--- config.mk ---
export PLATFORM = sky130hd
export DESIGN_NAME = stzfl_ctrl
export DESIGN_NICKNAME = d
export VERILOG_FILES = /design/src/rtl/stzfl_pkg.sv /design/src/rtl/stzfl_ctrl.sv
export VERILOG_INCLUDE_DIRS = /design/src /design/src/rtl
export SDC_FILE = /design/constraint.sdc
export NUM_CORES = 1
export LEC_CHECK = 0
export BUFFER_PORTS_ARGS = -buffer_cell sky130_fd_sc_hd__clkbuf_2
export CORE_UTILIZATION = 48
export CTS_CLUSTER_SIZE = 30
export DETAILED_ROUTE_END_ITERATION = 7
export HOLD_SLACK_MARGIN = 0.15
export PLACE_DENSITY = 0.75
export SLEW_MARGIN = 20
export SYNTH_ARGS = -nofsm -noshare
export SYNTH_HDL_FRONTEND = slang
export SYNTH_SLANG_ARGS = --single-unit
--- constraint.sdc ---
create_clock -name clk_i -period 2 [get_ports clk_i]
set_input_delay 0.2 -clock clk_i [delete_from_list [all_inputs] [get_ports clk_i]]
set_output_delay 0.2 -clock clk_i [all_outputs]
set_load 0.005 [all_outputs]
--- src/rtl/stereo_through_zero_flanger_macros.svh ---
// Assertion shorthands shared by the flanger RTL.
`ifndef STEREO_THROUGH_ZERO_FLANGER_MACROS_SVH
`define STEREO_THROUGH_ZERO_FLANGER_MACROS_SVH

// Same-cycle implication, checked out of reset.
`define STZFL_ASSERT_IMP(lbl, clk, rst_n, ante, cons, msg) \
  lbl: assert property (@(posedge clk) disable iff (!rst_n) (ante) |-> (cons)) \
    else $error(msg);

// Next-cycle implication, checked out of reset.
`define STZFL_ASSERT_NXT(lbl, clk, rst_n, ante, cons, msg) \
  lbl: assert property (@(posedge clk) disable iff (!rst_n) (ante) |=> (cons)) \
    else $error(msg);

`endif

--- src/rtl/stzfl_pkg.sv ---
`timescale 1ns / 1ps
package stzfl_pkg;

  localparam int unsigned SAMPLE_BITS     = 16;
  localparam int unsigned LINE_DEPTH_DEF  = 1024;
  localparam int unsigned SINE_TABLE_SIZE = 256;
  localparam int unsigned SINE_BITS       = $clog2(SINE_TABLE_SIZE);
  localparam int unsigned FB_MAX          = 31130;
  localparam int unsigned MIX_MAX         = 32768;
  // integer part of the largest delay, rounded up
  localparam int unsigned DELAY_INT_W     = 13;

  typedef enum logic [2:0] {
    REG_LINE_LENGTH   = 3'd0,
    REG_BASE_DELAY    = 3'd1,
    REG_DEPTH         = 3'd2,
    REG_LFO_INCREMENT = 3'd3,
    REG_FEEDBACK_GAIN = 3'd4,
    REG_WET_MIX       = 3'd5,
    REG_LFO_SHAPE     = 3'd6
  } reg_idx_e;

  typedef enum logic [1:0] {
    SHAPE_SINE     = 2'd0,
    SHAPE_TRIANGLE = 2'd1,
    SHAPE_SAW      = 2'd2,
    SHAPE_SQUARE   = 2'd3
  } lfo_shape_e;

  typedef enum logic [2:0] {
    MUL_DEPTH = 3'd0,
    MUL_IL    = 3'd1,
    MUL_IR    = 3'd2,
    MUL_FBL   = 3'd3,
    MUL_FBR   = 3'd4,
    MUL_MXL   = 3'd5,
    MUL_MXR   = 3'd6
  } mul_sel_e;

  typedef struct packed {
    logic     clear_wr;
    logic     load;
    logic     mod_load;
    logic     mod_src_d;
    logic     mod_step;
    logic     w_take;
    logic     mul_en;
    mul_sel_e mul_sel;
    logic     delay_en;
    logic     pos_en;
    logic     rd_en;
    logic     rd_i1;
    logic     x0_en;
    logic     dl_en;
    logic     dr_en;
    logic     fbl_en;
    logic     fbr_en;
    logic     ol_en;
    logic     commit;
  } stzfl_cmd_t;

  typedef struct packed {
    logic clear_last;
    logic w_ge_len;
    logic d_ge_len;
    logic mod_last;
  } stzfl_status_t;

  typedef logic [15:0] sine_tab_t [SINE_TABLE_SIZE+1];

  // Quarter-wave sine in Q15 from a Q30 odd polynomial.
  function automatic sine_tab_t build_sine();
    sine_tab_t tab;
    longint c [6];
    longint t, t2, r, s;
    c[0] = 64'sd1686629713;
    c[1] = -64'sd693598664;
    c[2] = 64'sd85569328;
    c[3] = -64'sd5026995;
    c[4] = 64'sd172270;
    c[5] = -64'sd3864;
    for (int k = 0; k <= SINE_TABLE_SIZE; k++) begin
      t  = longint'(k) <<< (30 - SINE_BITS);
      t2 = (t * t) >>> 30;
      r  = c[5];
      for (int j = 4; j >= 0; j--) begin
        r = c[j] + ((r * t2) >>> 30);
      end
      s = (((r * t) >>> 30) + 64'sd16384) >>> 15;
      if (s < 0) s = 0;
      if (s > 32768) s = 32768;
      tab[k] = 16'(s);
    end
    return tab;
  endfunction

  localparam sine_tab_t SINE_TAB = build_sine();

  // Clip a widened sum to the sample range.
  function automatic logic signed [SAMPLE_BITS-1:0] sat_sample(
    input logic signed [SAMPLE_BITS+1:0] v
  );
    logic signed [SAMPLE_BITS+1:0] hi, lo;
    hi = (SAMPLE_BITS+2)'((1 << (SAMPLE_BITS - 1)) - 1);
    lo = -(SAMPLE_BITS+2)'(1 << (SAMPLE_BITS - 1));
    if (v > hi) return hi[SAMPLE_BITS-1:0];
    if (v < lo) return lo[SAMPLE_BITS-1:0];
    return v[SAMPLE_BITS-1:0];
  endfunction

endpackage

--- src/rtl/stzfl_ctrl.sv ---
`timescale 1ns / 1ps
`include "stereo_through_zero_flanger_macros.svh"
module stzfl_ctrl import stzfl_pkg::*; (
  input  logic          clk_i,
  input  logic          rst_ni,
  input  logic          in_valid_i,
  output logic          in_ready_o,
  output logic          out_valid_o,
  input  logic          out_ready_i,
  input  stzfl_status_t status_i,
  output stzfl_cmd_t    cmd_o
);

  typedef enum logic [19:0] {
    S_CLEAR = 20'h00001,
    S_IDLE  = 20'h00002,
    S_WCHK  = 20'h00004,
    S_WMOD  = 20'h00008,
    S_WSET  = 20'h00010,
    S_MDEL  = 20'h00020,
    S_DELAY = 20'h00040,
    S_PCHK  = 20'h00080,
    S_PMOD  = 20'h00100,
    S_POS   = 20'h00200,
    S_RD0   = 20'h00400,
    S_RD1   = 20'h00800,
    S_IL    = 20'h01000,
    S_IR    = 20'h02000,
    S_IRD   = 20'h04000,
    S_FBL   = 20'h08000,
    S_FBR   = 20'h10000,
    S_MXL   = 20'h20000,
    S_MXR   = 20'h40000,
    S_DONE  = 20'h80000
  } state_e;

  state_e state_q, state_d;
  logic   out_valid_q, out_valid_d;

  assign in_ready_o  = (state_q == S_IDLE);
  assign out_valid_o = out_valid_q;

  // sequence one word through the datapath
  always_comb begin
    state_d = state_q;
    cmd_o   = '0;
    case (state_q)
      S_CLEAR: begin
        cmd_o.clear_wr = 1'b1;
        if (status_i.clear_last) state_d = S_IDLE;
      end
      S_IDLE: begin
        if (in_valid_i) begin
          cmd_o.load = 1'b1;
          state_d    = S_WCHK;
        end
      end
      S_WCHK: begin
        cmd_o.mod_load = 1'b1;
        state_d        = status_i.w_ge_len ? S_WMOD : S_MDEL;
      end
      S_WMOD: begin
        cmd_o.mod_step = 1'b1;
        if (status_i.mod_last) state_d = S_WSET;
      end
      S_WSET: begin
        cmd_o.w_take = 1'b1;
        state_d      = S_MDEL;
      end
      S_MDEL: begin
        cmd_o.mul_en  = 1'b1;
        cmd_o.mul_sel = MUL_DEPTH;
        state_d       = S_DELAY;
      end
      S_DELAY: begin
        cmd_o.delay_en = 1'b1;
        state_d        = S_PCHK;
      end
      S_PCHK: begin
        cmd_o.mod_load  = 1'b1;
        cmd_o.mod_src_d = 1'b1;
        state_d         = status_i.d_ge_len ? S_PMOD : S_POS;
      end
      S_PMOD: begin
        cmd_o.mod_step = 1'b1;
        if (status_i.mod_last) state_d = S_POS;
      end
      S_POS: begin
        cmd_o.pos_en = 1'b1;
        state_d      = S_RD0;
      end
      S_RD0: begin
        cmd_o.rd_en = 1'b1;
        state_d     = S_RD1;
      end
      S_RD1: begin
        cmd_o.rd_en = 1'b1;
        cmd_o.rd_i1 = 1'b1;
        cmd_o.x0_en = 1'b1;
        state_d     = S_IL;
      end
      S_IL: begin
        cmd_o.mul_en  = 1'b1;
        cmd_o.mul_sel = MUL_IL;
        state_d       = S_IR;
      end
      S_IR: begin
        cmd_o.dl_en   = 1'b1;
        cmd_o.mul_en  = 1'b1;
        cmd_o.mul_sel = MUL_IR;
        state_d       = S_IRD;
      end
      S_IRD: begin
        cmd_o.dr_en = 1'b1;
        state_d     = S_FBL;
      end
      S_FBL: begin
        cmd_o.mul_en  = 1'b1;
        cmd_o.mul_sel = MUL_FBL;
        state_d       = S_FBR;
      end
      S_FBR: begin
        cmd_o.fbl_en  = 1'b1;
        cmd_o.mul_en  = 1'b1;
        cmd_o.mul_sel = MUL_FBR;
        state_d       = S_MXL;
      end
      S_MXL: begin
        cmd_o.fbr_en  = 1'b1;
        cmd_o.mul_en  = 1'b1;
        cmd_o.mul_sel = MUL_MXL;
        state_d       = S_MXR;
      end
      S_MXR: begin
        cmd_o.ol_en   = 1'b1;
        cmd_o.mul_en  = 1'b1;
        cmd_o.mul_sel = MUL_MXR;
        state_d       = S_DONE;
      end
      S_DONE: begin
        if (!out_valid_q || out_ready_i) begin
          cmd_o.commit = 1'b1;
          state_d      = S_IDLE;
        end
      end
      default: state_d = S_IDLE;
    endcase
  end

  // hold the result word until it is taken
  always_comb begin
    out_valid_d = out_valid_q;
    if (cmd_o.commit) begin
      out_valid_d = 1'b1;
    end else if (out_ready_i) begin
      out_valid_d = 1'b0;
    end
  end

  always_ff @(posedge clk_i or negedge rst_ni) begin
    if (!rst_ni) begin
      state_q     <= S_CLEAR;
      out_valid_q <= 1'b0;
    end else begin
      state_q     <= state_d;
      out_valid_q <= out_valid_d;
    end
  end

  `STZFL_ASSERT_IMP(a_no_overwrite, clk_i, rst_ni, out_valid_q && !out_ready_i, !cmd_o.commit, "result overwritten before taken")
  `STZFL_ASSERT_NXT(a_commit_valid, clk_i, rst_ni, cmd_o.commit, out_valid_q, "commit did not raise valid")
  `STZFL_ASSERT_IMP(a_clear_blocks_input, clk_i, rst_ni, state_q == S_CLEAR, !in_ready_o && !cmd_o.commit, "word taken during line clear")

endmodule

==> results of run 1 <==
final timing paths:
| check | start | to | slack, ns | depth (start not counted) |
|---|---|---|---|---|
| max in group asynchronous | rst_ni | state_q[0] | 1.26 | 2 |
| min in group asynchronous | rst_ni | state_q[17] | 0.37 | 2 |
| worst min-delay path | out_ready_i | out_valid_o | 0.16 | 3 |
| worst max register to register | state_q[4] | state_q[1] | -0.40 | 9 |
| worst max-delay path | state_q[4] | cmd_o[3] | -0.48 | 6 |
| worst min register to register | state_q[16] | state_q[18] | 0.60 | 2 |
cell usage in the layout (no fill, tap or decap), drive strengths merged, types with 2 or more instances in the layout:
master / instances
and3: 2
or4: 3
xnor2: 3
and4b: 4
a31oi: 2
nand4: 2
and4: 2
nand2: 7
dfrtp: 20
nand3: 3
nor4: 11
nand2b: 6
nor3b: 4
nor4b: 4
dlygate4sd3: 5
or3: 3
xor2: 4
o21ai: 4
nor3: 8
o21bai: 2
buf: 67
inv: 5
or2: 2
nor2: 15
and2: 4
clkbuf: 24
and3b: 3
flip-flops by register name, summed over array words and instances (netlist names):
signal and cells:
state_q 20, out_valid_o 1
worst register-to-register path, cell delays in order (launching register included):
cell and delay, ns:
sky130_fd_sc_hd__dfrtp_1 0.42, sky130_fd_sc_hd__or4_4 0.58, sky130_fd_sc_hd__or2_4 0.33, sky130_fd_sc_hd__buf_6 0.13, sky130_fd_sc_hd__buf_6 0.11, sky130_fd_sc_hd__buf_6 0.12, sky130_fd_sc_hd__nor4_4 0.27, sky130_fd_sc_hd__nor2_1 0.09
sky130_fd_sc_hd__nand4_1 0.14, sky130_fd_sc_hd__o32ai_2 0.10
layer usage:
metal | track usage | share of wire
met1 | 0.3838 | 0.39
met2 | 0.5336 | 0.49
met3 | 0.07260 | 0.069
met4 | 0.1143 | 0.053
met5 | 0 | 0
power breakdown:
group	internal [mW]	switching (mW)	total (mW)
clock network	0.0782	0.138	0.216
registers	0.457	0.0254	0.482
logic	0.770	0.771	1.54
total	1.30	0.935	2.24
area by class of cell:
type,instances,area [sq um],area share
clock buffer,4,26.28,0.01171
inverter,5,21.27,0.009481
multi-input combinational,108,957.2,0.4267
sequential,21,526.8,0.2348
tap,30,37.54,0.01673
timing repair buffer,92,674.4,0.3006
kinds of logic (layout without fill, tap and decap cells):
logic type                count (synthesis)  count (layout)
and+or+nand+nor                          85              85
xor gates and xnor gates                  7               7
buffers and inverters                    13             101
DFF                                      21              21
AOI/OAI and AO/OA                        16              16
stage by stage:
step,setup TNS [ns],util,hold slack (ns),total power [mW],worst slack [ns]
after CTS,-6.968,0.8304,0.1676,1.985,-0.3702
final,-9.385,0.8738,0.1635,2.240,-0.4791
after global routing,-11.35,0.8738,0.1661,2.340,-0.5413
after global placement,-0.7297,0.6910,0.1966,1.348,-0.09777
after detailed placement,-1.396,0.6910,0.2076,1.389,-0.1569
after floorplan,-0.3039,-,-0.09559,0.9855,-0.06989
repair_timing:
item	CTS	global route
setup endpoints to repair	28	29
setup buffers	20	6
hold endpoints to repair	25	0
resized for setup	26	27
pin swaps	16	16
hold buffers	5	0
==> metrics.txt, run 1 <==
# TYPE chip_impl_metric gauge
chip_impl_metric{name="syn-cell-area",unit="sq um"} 1361
chip_impl_metric{name="hold_viol",unit=""} 0
chip_impl_metric{name="synth_compound_gate_area_share",unit=""} 0.08732
chip_impl_metric{name="grt_remaining_overflow",unit=""} 0
chip_impl_info{name="failed_checks",value="negative setup slack"} 1
chip_impl_metric{name="rows",unit=""} 18
chip_impl_metric{name="syn2layout_area_growth",unit="%"} 64.80
chip_impl_info{name="min_path_type",value="in2reg"} 1
chip_impl_metric{name="place.detailed.hpwl",unit="um"} 2834
chip_impl_metric{name="yosysWarnings",unit=""} 0
chip_impl_metric{name="synth_simple_gate_area_share",unit=""} 0.4311
chip_impl_metric{name="synth.lib_cells_used.distinct",unit=""} 49
chip_impl_metric{name="cts.clk_slew.worst_paths",unit="ns"} 0.12
chip_impl_metric{name="postRouteWirelength",unit="um"} 5119
chip_impl_metric{name="final_slew_violations",unit=""} 0
chip_impl_metric{name="multiplexer_fraction_of_the_synthesized_cell_area",unit=""} 0
chip_impl_metric{name="synth_xor_area_frac",unit=""} 0.04504
chip_impl_metric{name="postLayoutCellArea",unit="sq um"} 2243
chip_impl_metric{name="placedInstanceArea",unit="sq um"} 1774
chip_impl_metric{name="synth_sequential_area_ratio",unit=""} 0.3869
chip_impl_metric{name="grt_first_pass_wirelength",unit="um"} 7452
chip_impl_metric{name="die_h",unit="um"} 55.26
chip_impl_metric{name="finalNonFillerCells",unit=""} 260
chip_impl_info{name="yosys-top-cells-area",value="sky130_fd_sc_hd__dfrtp_1 (37%), sky130_fd_sc_hd__nor2_1 (4.1%), sky130_fd_sc_hd__nor4_4 (3.1%)"} 1
chip_impl_metric{name="drt-initial-drc-count",unit=""} 81
chip_impl_metric{name="worst_ep_arrival_time",unit="ns"} 2.28
chip_impl_metric{name="finalClockSkew",unit="ns"} 0.007998
chip_impl_metric{name="clk_path_buf_depth",unit=""} 2
chip_impl_metric{name="io_pins",unit=""} 31
chip_impl_metric{name="core_region",unit="sq um"} 2567
chip_impl_metric{name="post-route-worst-setup-slack",unit="ns"} -0.4791
chip_impl_metric{name="power.ir.vdd_worst",unit="mV"} 1.326
chip_impl_metric{name="synth_top_area_share",unit=""} 0.3676
chip_impl_metric{name="postRouteAntennaNets",unit=""} 0
chip_impl_info{name="tritoncts",value="yes"} 1
chip_impl_metric{name="synthArstFlopShare",unit=""} 1.000
chip_impl_info{name="cts-root-buf",value="sky130_fd_sc_hd__clkbuf_4"} 1
chip_impl_metric{name="mapped_nets",unit=""} 150
chip_impl_metric{name="initial_antenna_violation_count",unit=""} 0
chip_impl_metric{name="number_of_global_route_vias_before_repair",unit=""} 1547
chip_impl_metric{name="power.density_cell_area",unit="nW/um^2"} 998.3
chip_impl_metric{name="fill_cell_total_of_the_finished_layout",unit=""} 125
chip_impl_metric{name="number_of_enable_type_register_cells_in_the_synthesized_netlist",unit=""} 0
chip_impl_metric{name="design.die.area",unit="sq um"} 3053
chip_impl_metric{name="fmax",unit="GHz"} 0.4034
chip_impl_metric{name="fp.dieW",unit="um"} 55.26
chip_impl_metric{name="min_period",unit="ns"} 2.479
chip_impl_metric{name="layout.nets",unit=""} 239
chip_impl_metric{name="post_synth_fa_ha_maj_area_fraction",unit=""} 0
chip_impl_metric{name="synth.ff_latch_count",unit=""} 21
chip_impl_metric{name="numClockSinks",unit=""} 21
chip_impl_info{name="unrepaired_setup_endpoints_after_global_routing",value="true"} 1
chip_impl_metric{name="crit_path_max_fanout",unit=""} 4
chip_impl_metric{name="global_route.usage.total",unit=""} 0.3128
chip_impl_metric{name="insertion_delay",unit="ns"} 0.32
chip_impl_info{name="critical_path_class",value="reg2out"} 1
chip_impl_metric{name="tightestPinTransition",unit="ns"} 0.5391
chip_impl_metric{name="synthCells",unit=""} 142
chip_impl_metric{name="finalSetupViolations",unit=""} 30
chip_impl_metric{name="gp_congestion",unit=""} 0.9567
chip_impl_metric{name="drive_above_1_share",unit=""} 0.5609
chip_impl_metric{name="slowest_delay",unit="ns"} 0.58
chip_impl_metric{name="cts_made_buffers",unit=""} 3
chip_impl_info{name="nature_of_the_critical_path_endpoint",value="output port"} 1
chip_impl_metric{name="firstDrtPassIters",unit=""} 4
chip_impl_info{name="synth_flop_cell",value="sky130_fd_sc_hd__dfrtp_1"} 1
chip_impl_info{name="synth.largest_area_cell",value="sky130_fd_sc_hd__dfrtp_1"} 1
chip_impl_info{name="critical_path_cell_sequence",value="or4_4 > and4bb_2 > nand2_4 > buf_6 > nor3b_2 > buf_2"} 1
chip_impl_metric{name="route.vias.total",unit=""} 1613
chip_impl_metric{name="vias_per_cell",unit=""} 6.204
chip_impl_metric{name="final_min_period_over_clock_period",unit=""} 1.240
chip_impl_info{name="synth_top_family_by_area",value="simple AND/OR/NAND/NOR gates"} 1
chip_impl_metric{name="drc",unit=""} 0
chip_impl_info{name="synth_most_common_cell",value="sky130_fd_sc_hd__dfrtp_1"} 1
chip_impl_metric{name="power.leakage",unit="nW"} 1.116
chip_impl_metric{name="max_slew_margin",unit=""} 0.6406
chip_impl_info{name="result_of_the_run",value="finished with violations"} 1
chip_impl_metric{name="start_util",unit=""} 0.5302
chip_impl_metric{name="instance_count_after_placement_with_tap_cells_included",unit=""} 229
chip_impl_info{name="yosys-top-cells-count",value="sky130_fd_sc_hd__dfrtp_1 (20), sky130_fd_sc_hd__nor2_1 (15), sky130_fd_sc_hd__nor3_1 (8)"} 1
chip_impl_metric{name="clock_tree.htree_level_count",unit=""} 1
chip_impl_metric{name="number_of_antenna_diodes",unit=""} 0
chip_impl_info{name="timing.critical_path.max_delay_family",value="simple AND/OR/NAND/NOR gates"} 1
chip_impl_metric{name="synthesis.area_per_instance",unit="sq um"} 9.587
chip_impl_metric{name="wire_per_inst",unit="um"} 19.69
chip_impl_metric{name="critical_path_required",unit="ns"} 1.80
chip_impl_metric{name="timing.max_cap.violations",unit=""} 0
chip_impl_metric{name="grt_max_degree",unit=""} 22
chip_impl_metric{name="worst-path-buf-inv",unit=""} 2
chip_impl_info{name="cpMaxStageDelayCell",value="sky130_fd_sc_hd__or4_4"} 1
chip_impl_info{name="worstSetupStartpointType",value="register"} 1
chip_impl_metric{name="placement.io_buffers",unit=""} 30
Power figures use the tool's default switching activity.
==> run 2: changes to the inputs <==
--- a/config.mk
+++ b/config.mk
@@ -7,11 +7,12 @@
 export NUM_CORES = 1
 export LEC_CHECK = 0
 export BUFFER_PORTS_ARGS = -buffer_cell sky130_fd_sc_hd__clkbuf_2
-export CORE_UTILIZATION = 48
+export CORE_UTILIZATION = 45
 export CTS_CLUSTER_SIZE = 30
 export DETAILED_ROUTE_END_ITERATION = 7
 export HOLD_SLACK_MARGIN = 0.15
 export PLACE_DENSITY = 0.75
+export RECOVER_POWER = 50
 export SLEW_MARGIN = 20
 export SYNTH_ARGS = -nofsm -noshare
 export SYNTH_HDL_FRONTEND = slang
==> run 2 against run 1 <==
  * The run ends with design-rule violations, negative setup slack left
  * Setup slack improved by 0.047 ns
  * First-iteration DRC count shrank 32%
  * Worst hold slack improved by 0.029 ns
  * Sequential power is essentially flat
  * Clock-buffer cell count did not move
  * Via count decreased by 8.9%
  * Critical path depth stayed put
  * Non-clock buffer count is 2 lower
  * Clock skew is 0.0036 ns lower
  * Critical path type unchanged
  * Largest cell class unchanged
==> metrics.txt, run 2 (synthesized netlist as in run 1, its figures left out) <==
# TYPE chip_impl_metric gauge
chip_impl_info{name="result_of_the_run",value="finished with violations"} 1
chip_impl_info{name="failed_checks",value="design-rule violations, negative setup slack"} 1
chip_impl_metric{name="ff2ff_path_depth",unit=""} 7
chip_impl_metric{name="placement.io_buffers",unit=""} 30
chip_impl_metric{name="placedInstanceArea",unit="sq um"} 1775
chip_impl_metric{name="crit_path_max_fanout",unit=""} 5
chip_impl_metric{name="clock_tree.htree_level_count",unit=""} 1
chip_impl_info{name="layout.cells.most_common_list",value="sky130_fd_sc_hd__buf_4 (47), sky130_fd_sc_hd__dfrtp_1 (20), sky130_fd_sc_hd__clkbuf_2 (16)"} 1
chip_impl_info{name="min_path_type",value="in2reg"} 1
chip_impl_metric{name="largest_reg_flops",unit=""} 20
chip_impl_metric{name="global_route.usage.total",unit=""} 0.2601
chip_impl_info{name="regToRegStartpoint",value="state_q[18]"} 1
chip_impl_metric{name="die_h",unit="um"} 57
chip_impl_info{name="critical_path_class",value="reg2out"} 1
chip_impl_metric{name="postLayoutCellArea",unit="sq um"} 2238
chip_impl_metric{name="design.die.area",unit="sq um"} 3249
chip_impl_metric{name="power.leakage",unit="nW"} 1.130
chip_impl_metric{name="grt_remaining_overflow",unit=""} 0
chip_impl_metric{name="worst_ep_arrival_time",unit="ns"} 2.23
chip_impl_metric{name="place.detailed.hpwl",unit="um"} 2797
chip_impl_metric{name="rows",unit=""} 19
chip_impl_metric{name="final_min_period_over_clock_period",unit=""} 1.216
chip_impl_info{name="unrepaired_setup_endpoints_after_global_routing",value="true"} 1
chip_impl_metric{name="fp.dieW",unit="um"} 57
chip_impl_metric{name="clk_path_buf_depth",unit=""} 2
chip_impl_info{name="hold_start",value="out_ready_i"} 1
chip_impl_metric{name="start_util",unit=""} 0.4853
chip_impl_metric{name="insertion_delay",unit="ns"} 0.31
chip_impl_metric{name="finalClockSkew",unit="ns"} 0.004411
chip_impl_metric{name="grt_max_degree",unit=""} 22
chip_impl_metric{name="drc",unit=""} 6
chip_impl_info{name="cts-root-buf",value="sky130_fd_sc_hd__clkbuf_4"} 1
chip_impl_metric{name="min_period",unit="ns"} 2.432
chip_impl_info{name="most_common_cell_after_layout_fill_and_taps_aside",value="sky130_fd_sc_hd__buf_4"} 1
chip_impl_metric{name="cts.clk_slew.worst_paths",unit="ns"} 0.12
chip_impl_metric{name="final_slew_violations",unit=""} 0
chip_impl_metric{name="tightestPinTransition",unit="ns"} 1.152
chip_impl_metric{name="drive_above_1_share",unit=""} 0.5746
chip_impl_metric{name="hold_depth",unit=""} 3
chip_impl_info{name="nature_of_the_critical_path_endpoint",value="output port"} 1
chip_impl_metric{name="initial_antenna_violation_count",unit=""} 0
chip_impl_info{name="tritoncts",value="yes"} 1
chip_impl_metric{name="fin_setup_tns",unit="ns"} -7.718
chip_impl_metric{name="fmax",unit="GHz"} 0.4113
chip_impl_info{name="largest-register",value="state_q"} 1
chip_impl_metric{name="core_region",unit="sq um"} 2805
chip_impl_metric{name="hold_viol",unit=""} 0
chip_impl_metric{name="io_pins",unit=""} 31
chip_impl_metric{name="worst-r2r-setup-slack",unit="ns"} -0.18
chip_impl_metric{name="number_of_global_route_vias_before_repair",unit=""} 1471
chip_impl_metric{name="grt_first_pass_wirelength",unit="um"} 6486
chip_impl_info{name="min_delay_worst_endpoint",value="out_valid_o"} 1
chip_impl_metric{name="layout.nets",unit=""} 237
chip_impl_info{name="worstSetupStartpointType",value="register"} 1
chip_impl_metric{name="gp_congestion",unit=""} 0.8800
chip_impl_metric{name="drt-initial-drc-count",unit=""} 55
chip_impl_metric{name="firstDrtPassIters",unit=""} 6
chip_impl_metric{name="cts_made_buffers",unit=""} 3
chip_impl_metric{name="max_slew_margin",unit=""} 0.2320
chip_impl_metric{name="number_of_antenna_diodes",unit=""} 0
chip_impl_metric{name="postRouteWirelength",unit="um"} 4265
chip_impl_info{name="critical_path.reg2reg.endpoint",value="state_q[1]"} 1
chip_impl_metric{name="critical_path_required",unit="ns"} 1.80
chip_impl_metric{name="power.density_cell_area",unit="nW/um^2"} 949.6
chip_impl_metric{name="wire_per_inst",unit="um"} 16.47
chip_impl_metric{name="finalNonFillerCells",unit=""} 259
chip_impl_metric{name="power.ir.vdd_worst",unit="mV"} 0.5564
chip_impl_metric{name="total_power_draw",unit="mW"} 2.125
chip_impl_metric{name="numClockSinks",unit=""} 21
chip_impl_metric{name="route.vias.total",unit=""} 1470
chip_impl_metric{name="instance_count_after_placement_with_tap_cells_included",unit=""} 230
chip_impl_metric{name="finalSetupViolations",unit=""} 27
chip_impl_metric{name="timing.max_cap.violations",unit=""} 0
chip_impl_metric{name="post-route-worst-setup-slack",unit="ns"} -0.4316
chip_impl_metric{name="vias_per_cell",unit=""} 5.676
chip_impl_metric{name="syn2layout_area_growth",unit="%"} 64.43
chip_impl_metric{name="postRouteAntennaNets",unit=""} 0
==> run 2: changes by cell type in the layout (fill, tap and decap cells not counted), moves of 2 or more <==
cell                       change
sky130_fd_sc_hd__clkbuf_2      -4
sky130_fd_sc_hd__inv_2         +2
sky130_fd_sc_hd__nand2_4       +3
sky130_fd_sc_hd__nor4_4        -2
sky130_fd_sc_hd__nand2_1       -2
==> run 2: power by group <==
group | internal (mW) | leakage [nW] | total [mW] | switching (mW)
Combinational | 0.743 | 0.829 | 1.43 | 0.690
Clock | 0.0778 | 0.0150 | 0.214 | 0.137
Sequential | 0.457 | 0.286 | 0.479 | 0.0219
Total | 1.28 | 1.13 | 2.13 | 0.848
==> run 2: worst max-delay path: stages, from the launching register on <==
cell and delay, ns:
sky130_fd_sc_hd__dfrtp_1 0.40, sky130_fd_sc_hd__or4_4 0.56, sky130_fd_sc_hd__or2_4 0.31, sky130_fd_sc_hd__buf_4 0.15, sky130_fd_sc_hd__nor4_4 0.15, sky130_fd_sc_hd__and4_1 0.23
sky130_fd_sc_hd__clkbuf_2 0.11
==> run 2: worst max path at each step <==
stage,start,slack [ns],cells after the start,end
3_5_place_dp,state_q[18],-0.23,7,state_q[1]
5_1_grt,state_q[7],-0.53,6,cmd_o[4]
6_report,state_q[7],-0.43,6,cmd_o[4]
3_3_place_gp,state_q[18],-0.09,5,cmd_o[4]
4_1_cts,state_q[4],-0.41,7,cmd_o[19]
2_1_floorplan,state_q[16],-0.07,8,cmd_o[19]
==> run 2: metal layers <==
metal,up-vias,routed length [um],track usage
li1,692,-,-
met1,727,1787,0.3163
met2,45,2245,0.4706
met3,6,183,0.03175
met4,0,48,0.09756
met5,-,0,0
==> run 2: per-stage QoR <==
stage | setup slack [ns] | hold slack, ns | utilization
6_report | -0.4316 | 0.1926 | 0.7979
5_1_grt | -0.5264 | 0.1924 | 0.7979
4_1_cts | -0.4091 | 0.1835 | 0.7328
3_5_place_dp | -0.2264 | 0.2035 | 0.6329
3_3_place_gp | -0.09451 | 0.1989 | 0.6329
2_1_floorplan | -0.06989 | -0.09559 | -
==> run 2: repair_timing <==
action / in CTS / in global routing
hold buffers: 6 / 0
endpoints found under the hold margin: 26 / 0
buffers inserted: 11 / 10
resized for setup: 24 / 36
endpoints found under the setup margin: 27 / 31
pin swaps: 15 / 14
==> run 2: final cells by class <==
type | instances | area [sq um]
multi-input cells | 108 | 962.2
inverters | 5 | 18.77
flip-flops and latches | 21 | 526.8
fillers | 174 | 566.8
repair buffers | 90 | 665.6
well taps | 31 | 38.79
clock buffers | 4 | 26.28
